<file path="config.mk">
export PLATFORM = sky130hd
export DESIGN_NAME = ean_divider
export DESIGN_NICKNAME = d
export VERILOG_FILES = /design/src/rtl/ean_pkg.sv /design/src/rtl/ean_divider.sv
export SDC_FILE = /design/constraint.sdc
export NUM_CORES = 1
export LEC_CHECK = 0
export BUFFER_PORTS_ARGS = -buffer_cell sky130_fd_sc_hd__buf_2
export CAP_MARGIN = 20
export CORE_MARGIN = 8
export CORE_UTILIZATION = 40
export DETAILED_ROUTE_END_ITERATION = 6
export GPL_ROUTABILITY_DRIVEN = 1
export GPL_TIMING_DRIVEN = 0
export PLACE_DENSITY = 0.66
export SYNTH_ARGS = -nofsm -noshare
export SYNTH_HDL_FRONTEND = slang
export SYNTH_SLANG_ARGS = --single-unit
</file>
<file path="constraint.sdc">
create_clock -name clk -period 14.55 [get_ports clk]
set_input_delay 2.1825 -clock clk [delete_from_list [all_inputs] [get_ports clk]]
set_output_delay 2.1825 -clock clk [all_outputs]
set_load 0.005 [all_outputs]
</file>
<file path="src/rtl/ean_pkg.sv">
// Shared types, constants and tables of the eccentric anomaly solver.
package ean_pkg;

  localparam int ANGLE_WIDTH     = 32;
  localparam int ANGLE_FRAC_BITS = 28;
  localparam int ITER_W          = 11;
  localparam int TOL_W           = 16;
  localparam int ECC_W           = 32;
  localparam int Q30_SHIFT       = 30 - ANGLE_FRAC_BITS;
  localparam int ES_SHIFT        = 62 - ANGLE_FRAC_BITS;
  localparam int CORDIC_STEPS    = 30;
  localparam int NUM_W           = 35;
  localparam int QUOT_W          = 34;
  localparam int DIV_PRESHIFT    = 62 - QUOT_W;

  typedef logic signed [ANGLE_WIDTH-1:0] angle_t;
  typedef logic signed [33:0] cq_t;
  typedef logic signed [31:0] trig_t;

  typedef enum logic [1:0] {
    REG_ECC   = 2'd0,
    REG_MAXIT = 2'd1,
    REG_TOL   = 2'd2
  } reg_idx_t;

  localparam logic [ECC_W-1:0]  ECC_RESET   = '0;
  localparam logic [ITER_W-1:0] MAXIT_RESET = 11'd2000;
  localparam logic [TOL_W-1:0]  TOL_RESET   = 16'd1;

  // Pi and two pi in the angle format, pi rounded to the fraction bits.
  localparam cq_t PI_ANG      = 34'sd843314857;
  localparam cq_t TWO_PI_ANG  = 34'sd1686629714;
  localparam cq_t PI_Q30      = 34'sd3373259426;
  localparam cq_t HALF_PI_Q30 = 34'sd1686629713;
  localparam cq_t GAIN_Q30    = 34'sd652032874;
  localparam cq_t ONE_Q30     = 34'sd1073741824;

  localparam logic [29:0] ATAN_Q30 [CORDIC_STEPS] = '{
    30'd843314857, 30'd497837829, 30'd263043837, 30'd133525159, 30'd67021687,
    30'd33543516, 30'd16775851, 30'd8388437, 30'd4194283, 30'd2097149,
    30'd1048576, 30'd524288, 30'd262144, 30'd131072, 30'd65536, 30'd32768,
    30'd16384, 30'd8192, 30'd4096, 30'd2048, 30'd1024, 30'd512, 30'd256,
    30'd128, 30'd64, 30'd32, 30'd16, 30'd8, 30'd4, 30'd2
  };

endpackage

</file>
<file path="src/rtl/ean_divider.sv">
// Bit-serial restoring divider for the Newton step, saturating its quotient.
module ean_divider import ean_pkg::*; (
  input  logic              clk,
  input  logic              rst,
  input  logic              start,
  input  logic [NUM_W-1:0]  num,
  input  logic [63:0]       den,
  output logic [QUOT_W-1:0] quot,
  output logic              done
);

  typedef enum logic {D_IDLE, D_RUN} dstate_t;

  dstate_t     state;
  logic [63:0] rem, dreg;
  logic [5:0]  cnt;
  logic [63:0] r0;
  logic [64:0] r2;
  logic        fits;

  always_comb begin
    r0   = 64'(num) << DIV_PRESHIFT;
    r2   = {rem, 1'b0};
    fits = r2 >= {1'b0, dreg};
  end

  always_ff @(posedge clk) begin
    if (rst) begin
      state <= D_IDLE;
      done  <= 1'b0;
    end else begin
      done <= 1'b0;
      case (state)
        D_IDLE: begin
          if (start) begin
            if (r0 >= den) begin
              // The quotient would not fit: any value this large saturates the quotient to all ones.
              quot <= '1;
              done <= 1'b1;
            end else begin
              rem   <= r0;
              dreg  <= den;
              quot  <= '0;
              cnt   <= '0;
              state <= D_RUN;
            end
          end
        end
        D_RUN: begin
          rem  <= fits ? 64'(r2 - {1'b0, dreg}) : r2[63:0];
          quot <= {quot[QUOT_W-2:0], fits};
          cnt  <= cnt + 6'd1;
          if (cnt == 6'(QUOT_W - 1)) begin
            done  <= 1'b1;
            state <= D_IDLE;
          end
        end
        default: state <= D_IDLE;
      endcase
    end
  end

endmodule

</file>
### Word level (Yosys, flattened, before mapping)

Cells that the tools add are included.

* word-level logic and storage cells: 37
* input bits: 102
* flip-flop bits (word level): 170
* output and inout bits: 35

* reduce and logical (&&, ||, !) cells: 3
* eq/ne operators: 3
* mux-type cells: 18
* $lt $le $gt $ge: 2
* $add $sub $neg: 2
* bitwise gates (word level): 3

Operator list (number)
* 64-bit two-way mux: 3
* 64-bit case mux with 2 select lines: 1
* 34-bit two-way mux: 2
* 34-bit case mux with 2 select lines: 1
* 65-bit by 64-bit >= comparator with 1-bit output: 1
* 63-bit by 64-bit >= comparator with 1-bit output: 1
* 64-bit subtractor: 1
* 6-bit two-way mux: 2
* 6-bit case mux with 2 select lines: 1
* 6-bit by 1-bit adder with 6-bit output, second input constant: 1
* 6-bit == test, second input constant: 1
* 1-bit two-way mux: 6
* 2-bit inequality test, second input constant: 2
* 1-bit case mux with 2 select lines: 2
* 4-bit AND reduction: 1
* 1-bit inverter: 3
* 3-bit AND reduction: 1
* 2-bit AND reduction: 1

### Depth between registers and ports, before layout

Gate-level depths: netlist of run 1.

* depth after elaboration: 4
* gate-level depth with buffers: 15
* depth with buffers taken out: 12

### Worst setup path after synthesis of run 1

Ideal clock, no wire load.

* path type: in2reg
* start point: input port den[33]
* end point: register dreg[0] (enable)
* path slack: 8322 ps
* path buffers: 0
* stages: 11
* data required time: 14120 ps
* library setup time: 430 ps
* data arrival time: 5798 ps
* path through: inv_1 -> ha_1 -> a21o_1 -> a21o_1 -> a21o_1 -> a21o_1 -> a211oi_1 -> o221ai_1 -> a21o_1 -> a2111oi_4 -> and3b_1

* word-level cells in the longest chain between the ends: 3

RTL lines
* from (decl): line ean_divider.sv:7 `input logic [63:0] den,`
* 63-bit by 64-bit >= comparator with 1-bit output: line ean_divider.sv:36 `if (r0 >= den) begin`
* 1-bit inverter (no line)
* 4-bit AND reduction (no line)
* to (signal assigned): line ean_divider.sv:42 `dreg <= den;`
* to (decl): line ean_divider.sv:15 `logic [63:0] rem, dreg;`

No other way between the ends.
A chain may end at the register's enable or synchronous reset.

### Final worst setup path of run 1

* start point: input port num[0]
* end point: register dreg[23] (enable)

* word-level cells in the longest chain between the ends: 3

RTL lines
* from (decl): line ean_divider.sv:6 `input logic [NUM_W-1:0] num,`
* 63-bit by 64-bit >= comparator with 1-bit output: line ean_divider.sv:36
* 1-bit inverter (no line)
* 4-bit AND reduction (no line)

No other way between the ends.

==> results of run 1 <==
-- synth_stat cells (7+ instances only) --
cell type	count	share of area
or3_1	7	0.0037
a31oi_1	29	0.015
nand2_1	149	0.047
buf_2	9	0.0038
o21a_1	12	0.0075
a211oi_2	7	0.0073
xor2_1	18	0.013
o21ai_0	56	0.023
nor3_1	14	0.0059
a21oi_1	157	0.066
inv_1	154	0.048
a21o_1	37	0.023
nand3_1	19	0.0080
o211ai_1	12	0.0075
o21bai_1	14	0.0088
nand4_1	35	0.018
nor4_1	9	0.0047
edfxtp_1	168	0.42
ha_1	101	0.11
nor2b_1	8	0.0042
nor2_1	84	0.026
clkbuf_1	38	0.012
xnor2_1	35	0.026
-- report_power, final --
| part | total, mW | internal [mW] | switching (mW) |
|---|---|---|---|
| clock | 0.484 | 0.249 | 0.234 |
| combinational | 0.451 | 0.169 | 0.282 |
| sequential | 0.615 | 0.595 | 0.0201 |
| total | 1.55 | 1.01 | 0.537 |
-- registers in the layout, summed over array words and instances (netlist names) --
name	flops
state	1
quot	34
cnt	6
dreg	64
done	1
rem	64
-- layout make-up --
type | instances | area (um^2)
fill | 2879 | 15740
multi-input combinational | 912 | 6008
sequential | 170 | 5085
timing repair buffer | 139 | 748.2
inverter | 154 | 578.1
tap | 390 | 488.0
clock buffer | 17 | 425.4
buffer | 60 | 292.8
clock inverter | 15 | 196.4
-- worst paths after layout --
check | end | startpoint | slack [ps] | cells after the start
worst max-delay path | dreg[23]$_DFFE_PP_ | num[0] | 8920 | 12
worst min-delay path | rem[60]$_DFFE_PP_ | rem[59]$_DFFE_PP_ | 610 | 2
worst max register to register | rem[55]$_DFFE_PP_ | rem[54]$_DFFE_PP_ | 10430 | 11
worst min register to register | rem[60]$_DFFE_PP_ | rem[59]$_DFFE_PP_ | 610 | 2
-- cell families after synthesis --
kind of cell	Yosys count	synth area share
AND/OR/NAND/NOR	362	0.1405
buffers and inverters	214	0.07290
XOR/XNOR	53	0.03886
flip-flops	170	0.4257
AO/OA/AOI/OAI	392	0.2121
adder cells (fa/ha/maj)	102	0.1075
multiplexers	3	0.002514
-- through the flow --
stage / power [mW] / hold WS [ps] / cells
after floorplan: 0.9335 / 557.2 / 1296
after CTS: 1.556 / 614.2 / 1857
after global routing: 1.629 / 644.7 / 1857
after global placement: 1.064 / 578.7 / 1822
final: 1.550 / 610.9 / 1857
after detailed placement: 1.071 / 596.1 / 1825
-- routing by layer --
metal  share of wire  vias up  routed length [um]  track usage
li1                -     4994                   -            -
met2            0.44      318               14980       0.2904
met5               0        -                   0            0
met4           0.024        0                 831      0.06825
met3           0.058       46                1964      0.03346
met1            0.48     4760               16200       0.2647
-- worst max-delay path: stages --
cell       delay, ps
buf_2            110
ha_1             400
nor4b_1          200
nand4_1          190
o21ai_0          170
a21o_1           230
a21oi_1          220
o221ai_1         180
a21o_1           280
a2111oi_4        600
and3b_4          670
buf_12           270
==> metrics.md, run 1 <==
| Metric | Value |
|---|---|
| Outcome | `finished clean` |
| Post-layout worst setup margin | `8915 ps` |
| Via-to-Cell Ratio | `5.449` |
| Area Overhead vs Synth | `15.71%` |
| Fraction of layout instances using a drive strength above 1 | `0.1513` |
| Max Root-Sink Buffers | `2` |
| Commonest non-fill, non-tap cell in the layout | `edfxtp_1` |
| Total die area | `35650 um^2` |
| PortBufs | `136` |
| HP Class | `flip-flop to flip-flop` |
| Length of the first detailed-routing pass in iterations | `6` |
| Post-CTS Repair Setup Buffers | `0` |
| Antenna Nets Post-Route | `0` |
| Initial Util | `0.4041` |
| Final net count | `1658` |
| Worst Setup Slack post-DPL | `8360 ps` |
| Final wirelength | `33.98 mm` |
| Yosys reg bits | `170` |
| Slew Limit Fails | `0` |
| Die width | `188.8 um` |
| Post-synth EDFFs | `168` |
| Mean Syn Cell Area | `9.217 um^2` |
| Static Leak | `5.918 nW` |
| Post-CTS Hold Fix Bufs | `0` |
| Row cnt | `63` |
| TritonCTS clock tree | `done` |
| Chip Height | `188.8 um` |
| Worst EP arrival | `5770 ps` |
| Slew Limit Headroom | `0.3965` |
| Net Count, Synth | `1500` |
| Initial DRC count | `782` |
| Number of diodes | `0` |
| # setup viols final | `0` |
| Wire per inst | `18.30 um` |
| Root buf cell | `clkbuf_16` |
| RSZ-0062 raised after global routing | `false` |
| Synth Instances | `1296` |
| Final Cell Area | `13820 um^2` |
| Number of max-cap violations | `0` |
| First-pass GRT wire length | `53.79 mm` |
| Number of clock buffers inserted by TritonCTS | `17` |
| Final setup TNS | `0 ps` |
| Largest net degree at the start of global routing | `39` |
| Hold violation total from the final report | `0` |
| RePlAce Congestion | `0.9567` |
| GRT Total Usage | `0.1897` |
| Worst VDD drop | `98.89 uV` |
| Post-layout util | `0.4676` |
| Drt drc | `0` |
| Ports | `137` |
| Post-synthesis cell type count | `75` |
| Synth async-reset ratio | `0` |
| Cell area after synthesis | `11950 um^2` |
| Least-Margin Pin Slew | `905.2 ps` |
| DR vias | `10120` |
| Crit path time final | `5635 ps` |
| Initial antenna violation count | `1` |
| Fmax | `0.1775 GHz` |
| Sequential-to-total area share from yosys stat | `0.4257` |
| Startpoint Class | `input pin` |
| Worst skew pair latency | `460 ps` |
| Core area | `29560 um^2` |
| Yosys warns | `0` |
| Crit path required time | `14690 ps` |
| Primary FF master, synth | `edfxtp_1` |
| Fin crit share | `0.3873` |
| Critical path endpoint category | `flip-flop` |
| Vias in the first global route | `10040` |
| H-tree level count | `4` |
| Post-CTS sizing | `0` |
| Total gr overflow | `0` |
| Clock transition at the registers of the reported paths | `80 ps` |
| HPWL after detailed placement | `26.35 mm` |
| Pwr Density | `112.1 nW/um^2` |
| Clk_skew | `18.73 ps` |
| Worst Path Class, Setup | `input pin to flip-flop` |
| Total clock sinks | `170` |
| Post-DP Area | `13200 um^2` |
| Crit Path Max Fanout | `34` |
| Commonest cells after routing, fill and taps aside | `168 x edfxtp_1, 157 x a21oi_1, 154 x inv_1, 149 x nand2_1, 145 x buf_2` |
(Power assumes the default switching activity.)
==> run 2, diff against run 1 <==
--- a/config.mk
+++ b/config.mk
@@ -5,6 +5,7 @@
 export SDC_FILE = /design/constraint.sdc
 export NUM_CORES = 1
 export LEC_CHECK = 0
+export ABC_AREA = 1
 export BUFFER_PORTS_ARGS = -buffer_cell sky130_fd_sc_hd__buf_2
 export CAP_MARGIN = 20
 export CORE_MARGIN = 8
@@ -12,7 +13,7 @@
 export DETAILED_ROUTE_END_ITERATION = 6
 export GPL_ROUTABILITY_DRIVEN = 1
 export GPL_TIMING_DRIVEN = 0
-export PLACE_DENSITY = 0.66
+export PLACE_DENSITY = 0.68
 export SYNTH_ARGS = -nofsm -noshare
 export SYNTH_HDL_FRONTEND = slang
 export SYNTH_SLANG_ARGS = --single-unit
==> constraint.sdc (replaced) <==
create_clock -name clk -period 4.9 [get_ports clk]
set_input_delay 0.735 -clock clk [delete_from_list [all_inputs] [get_ports clk]]
set_output_delay 0.735 -clock clk [all_outputs]
set_load 0.005 [all_outputs]
==> metrics.md, run 2 <==
| Metric | Value |
|---|---|
| Outcome | `finished clean` |
| Post-synth EDFFs | `168` |
| Area Overhead vs Synth | `14.02%` |
| H-tree level count | `4` |
| Static Leak | `8.801 nW` |
| Chip Height | `204.1 um` |
| Primary FF master, synth | `edfxtp_1` |
| Final wirelength | `45.17 mm` |
| Least-Margin Pin Slew | `875.3 ps` |
| # setup viols final | `0` |
| Ports | `137` |
| Crit path required time | `5000 ps` |
| Die width | `204.1 um` |
| Drt drc | `0` |
| Antenna Nets Post-Route | `0` |
| Slew Limit Fails | `0` |
| Multi-input combinational cell area | `7269 um^2` |
| Worst VDD drop | `282.1 uV` |
| Pwr Density | `303.3 nW/um^2` |
| Number of max-cap violations | `0` |
| Post-synthesis mux area share | `0` |
| TritonCTS clock tree | `done` |
| Worst Setup Slack post-DPL | `1145 ps` |
| Largest family of logic cells by synthesized area | `simple AND/OR/NAND/NOR gates` |
| PortBufs | `136` |
| Post-layout util | `0.4582` |
| Fmax | `0.3068 GHz` |
| Synth Area in Adders | `0.09070` |
| RePlAce Congestion | `0.9741` |
| Clock transition at the registers of the reported paths | `80 ps` |
| Post-CTS sizing | `0` |
| Hold violation total from the final report | `0` |
| Top cell type's share of synthesized area | `0.3564` |
| Crit Path Max Fanout | `64` |
| Reg area | `5085 um^2` |
| Max Root-Sink Buffers | `2` |
| Post-CTS Hold Fix Bufs | `0` |
| Most frequent cell after synthesis | `nand2_1` |
| First-pass GRT wire length | `71.45 mm` |
| Vias in the first global route | `13250` |
| Worst skew pair latency | `470 ps` |
| Final Cell Area | `16140 um^2` |
| GRT Total Usage | `0.2198` |
| Net Count, Synth | `2311` |
| Core area | `35220 um^2` |
| Post-layout worst setup margin | `1640 ps` |
| Wire per inst | `16.48 um` |
| Worst Path Class, Setup | `input pin to flip-flop` |
| HP Class | `input pin to flip-flop` |
| Row cnt | `69` |
| Number of clock buffers inserted by TritonCTS | `17` |
| Crit path time final | `3260 ps` |
| Synth area leaders | `edfxtp_1 36%, nand2_1 22%, inv_1 11%, ha_1 8.9%, nor2_1 4.7%` |
| Post-synthesis simple-gate area fraction | `0.3545` |
| Leading area contributor after synthesis | `edfxtp_1` |
| Fraction of layout instances using a drive strength above 1 | `0.09741` |
| Via-to-Cell Ratio | `4.796` |
| Yosys reg bits | `170` |
| Final net count | `2470` |
| Length of the first detailed-routing pass in iterations | `5` |
| Commonest cells after routing, fill and taps aside | `836 x nand2_1, 429 x inv_1, 177 x nor2_1, 168 x edfxtp_1, 139 x buf_2` |
| RSZ-0062 raised after global routing | `false` |
| Post-DP Area | `15520 um^2` |
| Worst EP arrival | `3360 ps` |
| Total clock sinks | `170` |
| Largest net degree at the start of global routing | `65` |
| Total die area | `41660 um^2` |
| HPWL after detailed placement | `37.52 mm` |
| Critical path endpoint category | `flip-flop` |
| Yosys warns | `0` |
| Synth Area in Compound Gates | `0.04765` |
| Top Registers | `dreg: 64 flops, rem: 64 flops, quot: 34 flops` |
| Synth Area in XOR/XNOR | `0.01918` |
| Initial DRC count | `803` |
| Fillers | `3751` |
| Synth Instances | `2107` |
| Initial Util | `0.4018` |
| Root buf cell | `clkbuf_16` |
| Final setup TNS | `0 ps` |
| Slew Limit Headroom | `0.4165` |
| Total gr overflow | `0` |
| Fin crit share | `0.6653` |
| DR vias | `13140` |
| Mean Syn Cell Area | `6.717 um^2` |
| Post-synthesis cell type count | `42` |
| Number of diodes | `0` |
| Initial antenna violation count | `1` |
| Commonest non-fill, non-tap cell in the layout | `nand2_1` |
| Synth async-reset ratio | `0` |
| Post-CTS Repair Setup Buffers | `0` |
| Clk_skew | `17.31 ps` |
| Startpoint Class | `input pin` |
| Top post-synthesis cells by count | `836 x nand2_1, 430 x inv_1, 177 x nor2_1` |
| Cell area after synthesis | `14150 um^2` |
| Power Total | `4.895 mW` |
| Sequential-to-total area share from yosys stat | `0.3593` |
-- run 2: cell types whose count changed after synthesis, sizes merged, moves of 22 or more --
cell	before	now
a21oi	159	69
nand3	19	96
inv	154	434
nor2	85	188
nand3b	0	32
a31oi	29	0
nand4	35	13
nand2	149	844
xnor2	35	6
a21o	37	1
-- run 2: power by group --
group	total, mW	switching [mW]	internal [mW]
Clock	1.43	0.683	0.744
Sequential	1.83	0.0591	1.77
Combinational	1.64	1.10	0.540
Total	4.90	1.84	3.05
-- run 2: routing by layer --
metal,GRT usage,vias to the layer above,part of all wire
met1,0.2983,6002,0.48
met4,0.06043,0,0.019
met5,0,-,0
li1,-,6819,-
met3,0.03646,41,0.049
met2,0.3574,279,0.45
-- run 2: cell type report --
type / instances / area share
Buffer: 30 / 0.01124
Clock buffer: 18 / 0.02721
Clock inverter: 14 / 0.01085
Inverter: 437 / 0.1018
Multi-Input combinational cell: 1470 / 0.4505
Sequential cell: 170 / 0.3151
Tap cell: 461 / 0.03574
Timing Repair Buffer: 140 / 0.04760
-- run 2: kinds of logic after synthesis --
logic type | count (synthesis)
buffers and inverters | 467
AO/OA/AOI/OAI | 130
XOR/XNOR | 31
flip-flops | 170
AND/OR/NAND/NOR | 1207
adder cells (fa/ha/maj) | 102
-- run 2: critical path, stage by stage --
cell and delay [ps]:
buf_2 90, inv_1 40, ha_1 250, inv_1 30, nor2_1 150, nand3_1 110, nor3_1 350, and3_1 420
nand3_1 290, nand3_1 260, nor2_1 100, nand2_1 160, inv_4 300
-- run 2: per-stage QoR --
stage                     hold WS, ps  instances
after floorplan                 544.7       2107
after global placement          525.3       2704
after detailed placement        536.8       2708
after CTS                       428.0       2740
after global routing            431.2       2740
final                           451.8       2740
-- run 2: path summary, 6_finish.rpt --
| path | start | cells after the start | slack, ps | end |
|---|---|---|---|---|
| min reg2reg | quot[21]$_DFFE_PP_ | 2 | 560 | quot[22]$_DFFE_PP_ |
| max | den[62] | 13 | 1640 | dreg[22]$_DFFE_PP_ |
| min | den[41] | 1 | 450 | dreg[41]$_DFFE_PP_ |
| max reg2reg | rem[40]$_DFFE_PP_ | 14 | 1800 | rem[47]$_DFFE_PP_ |
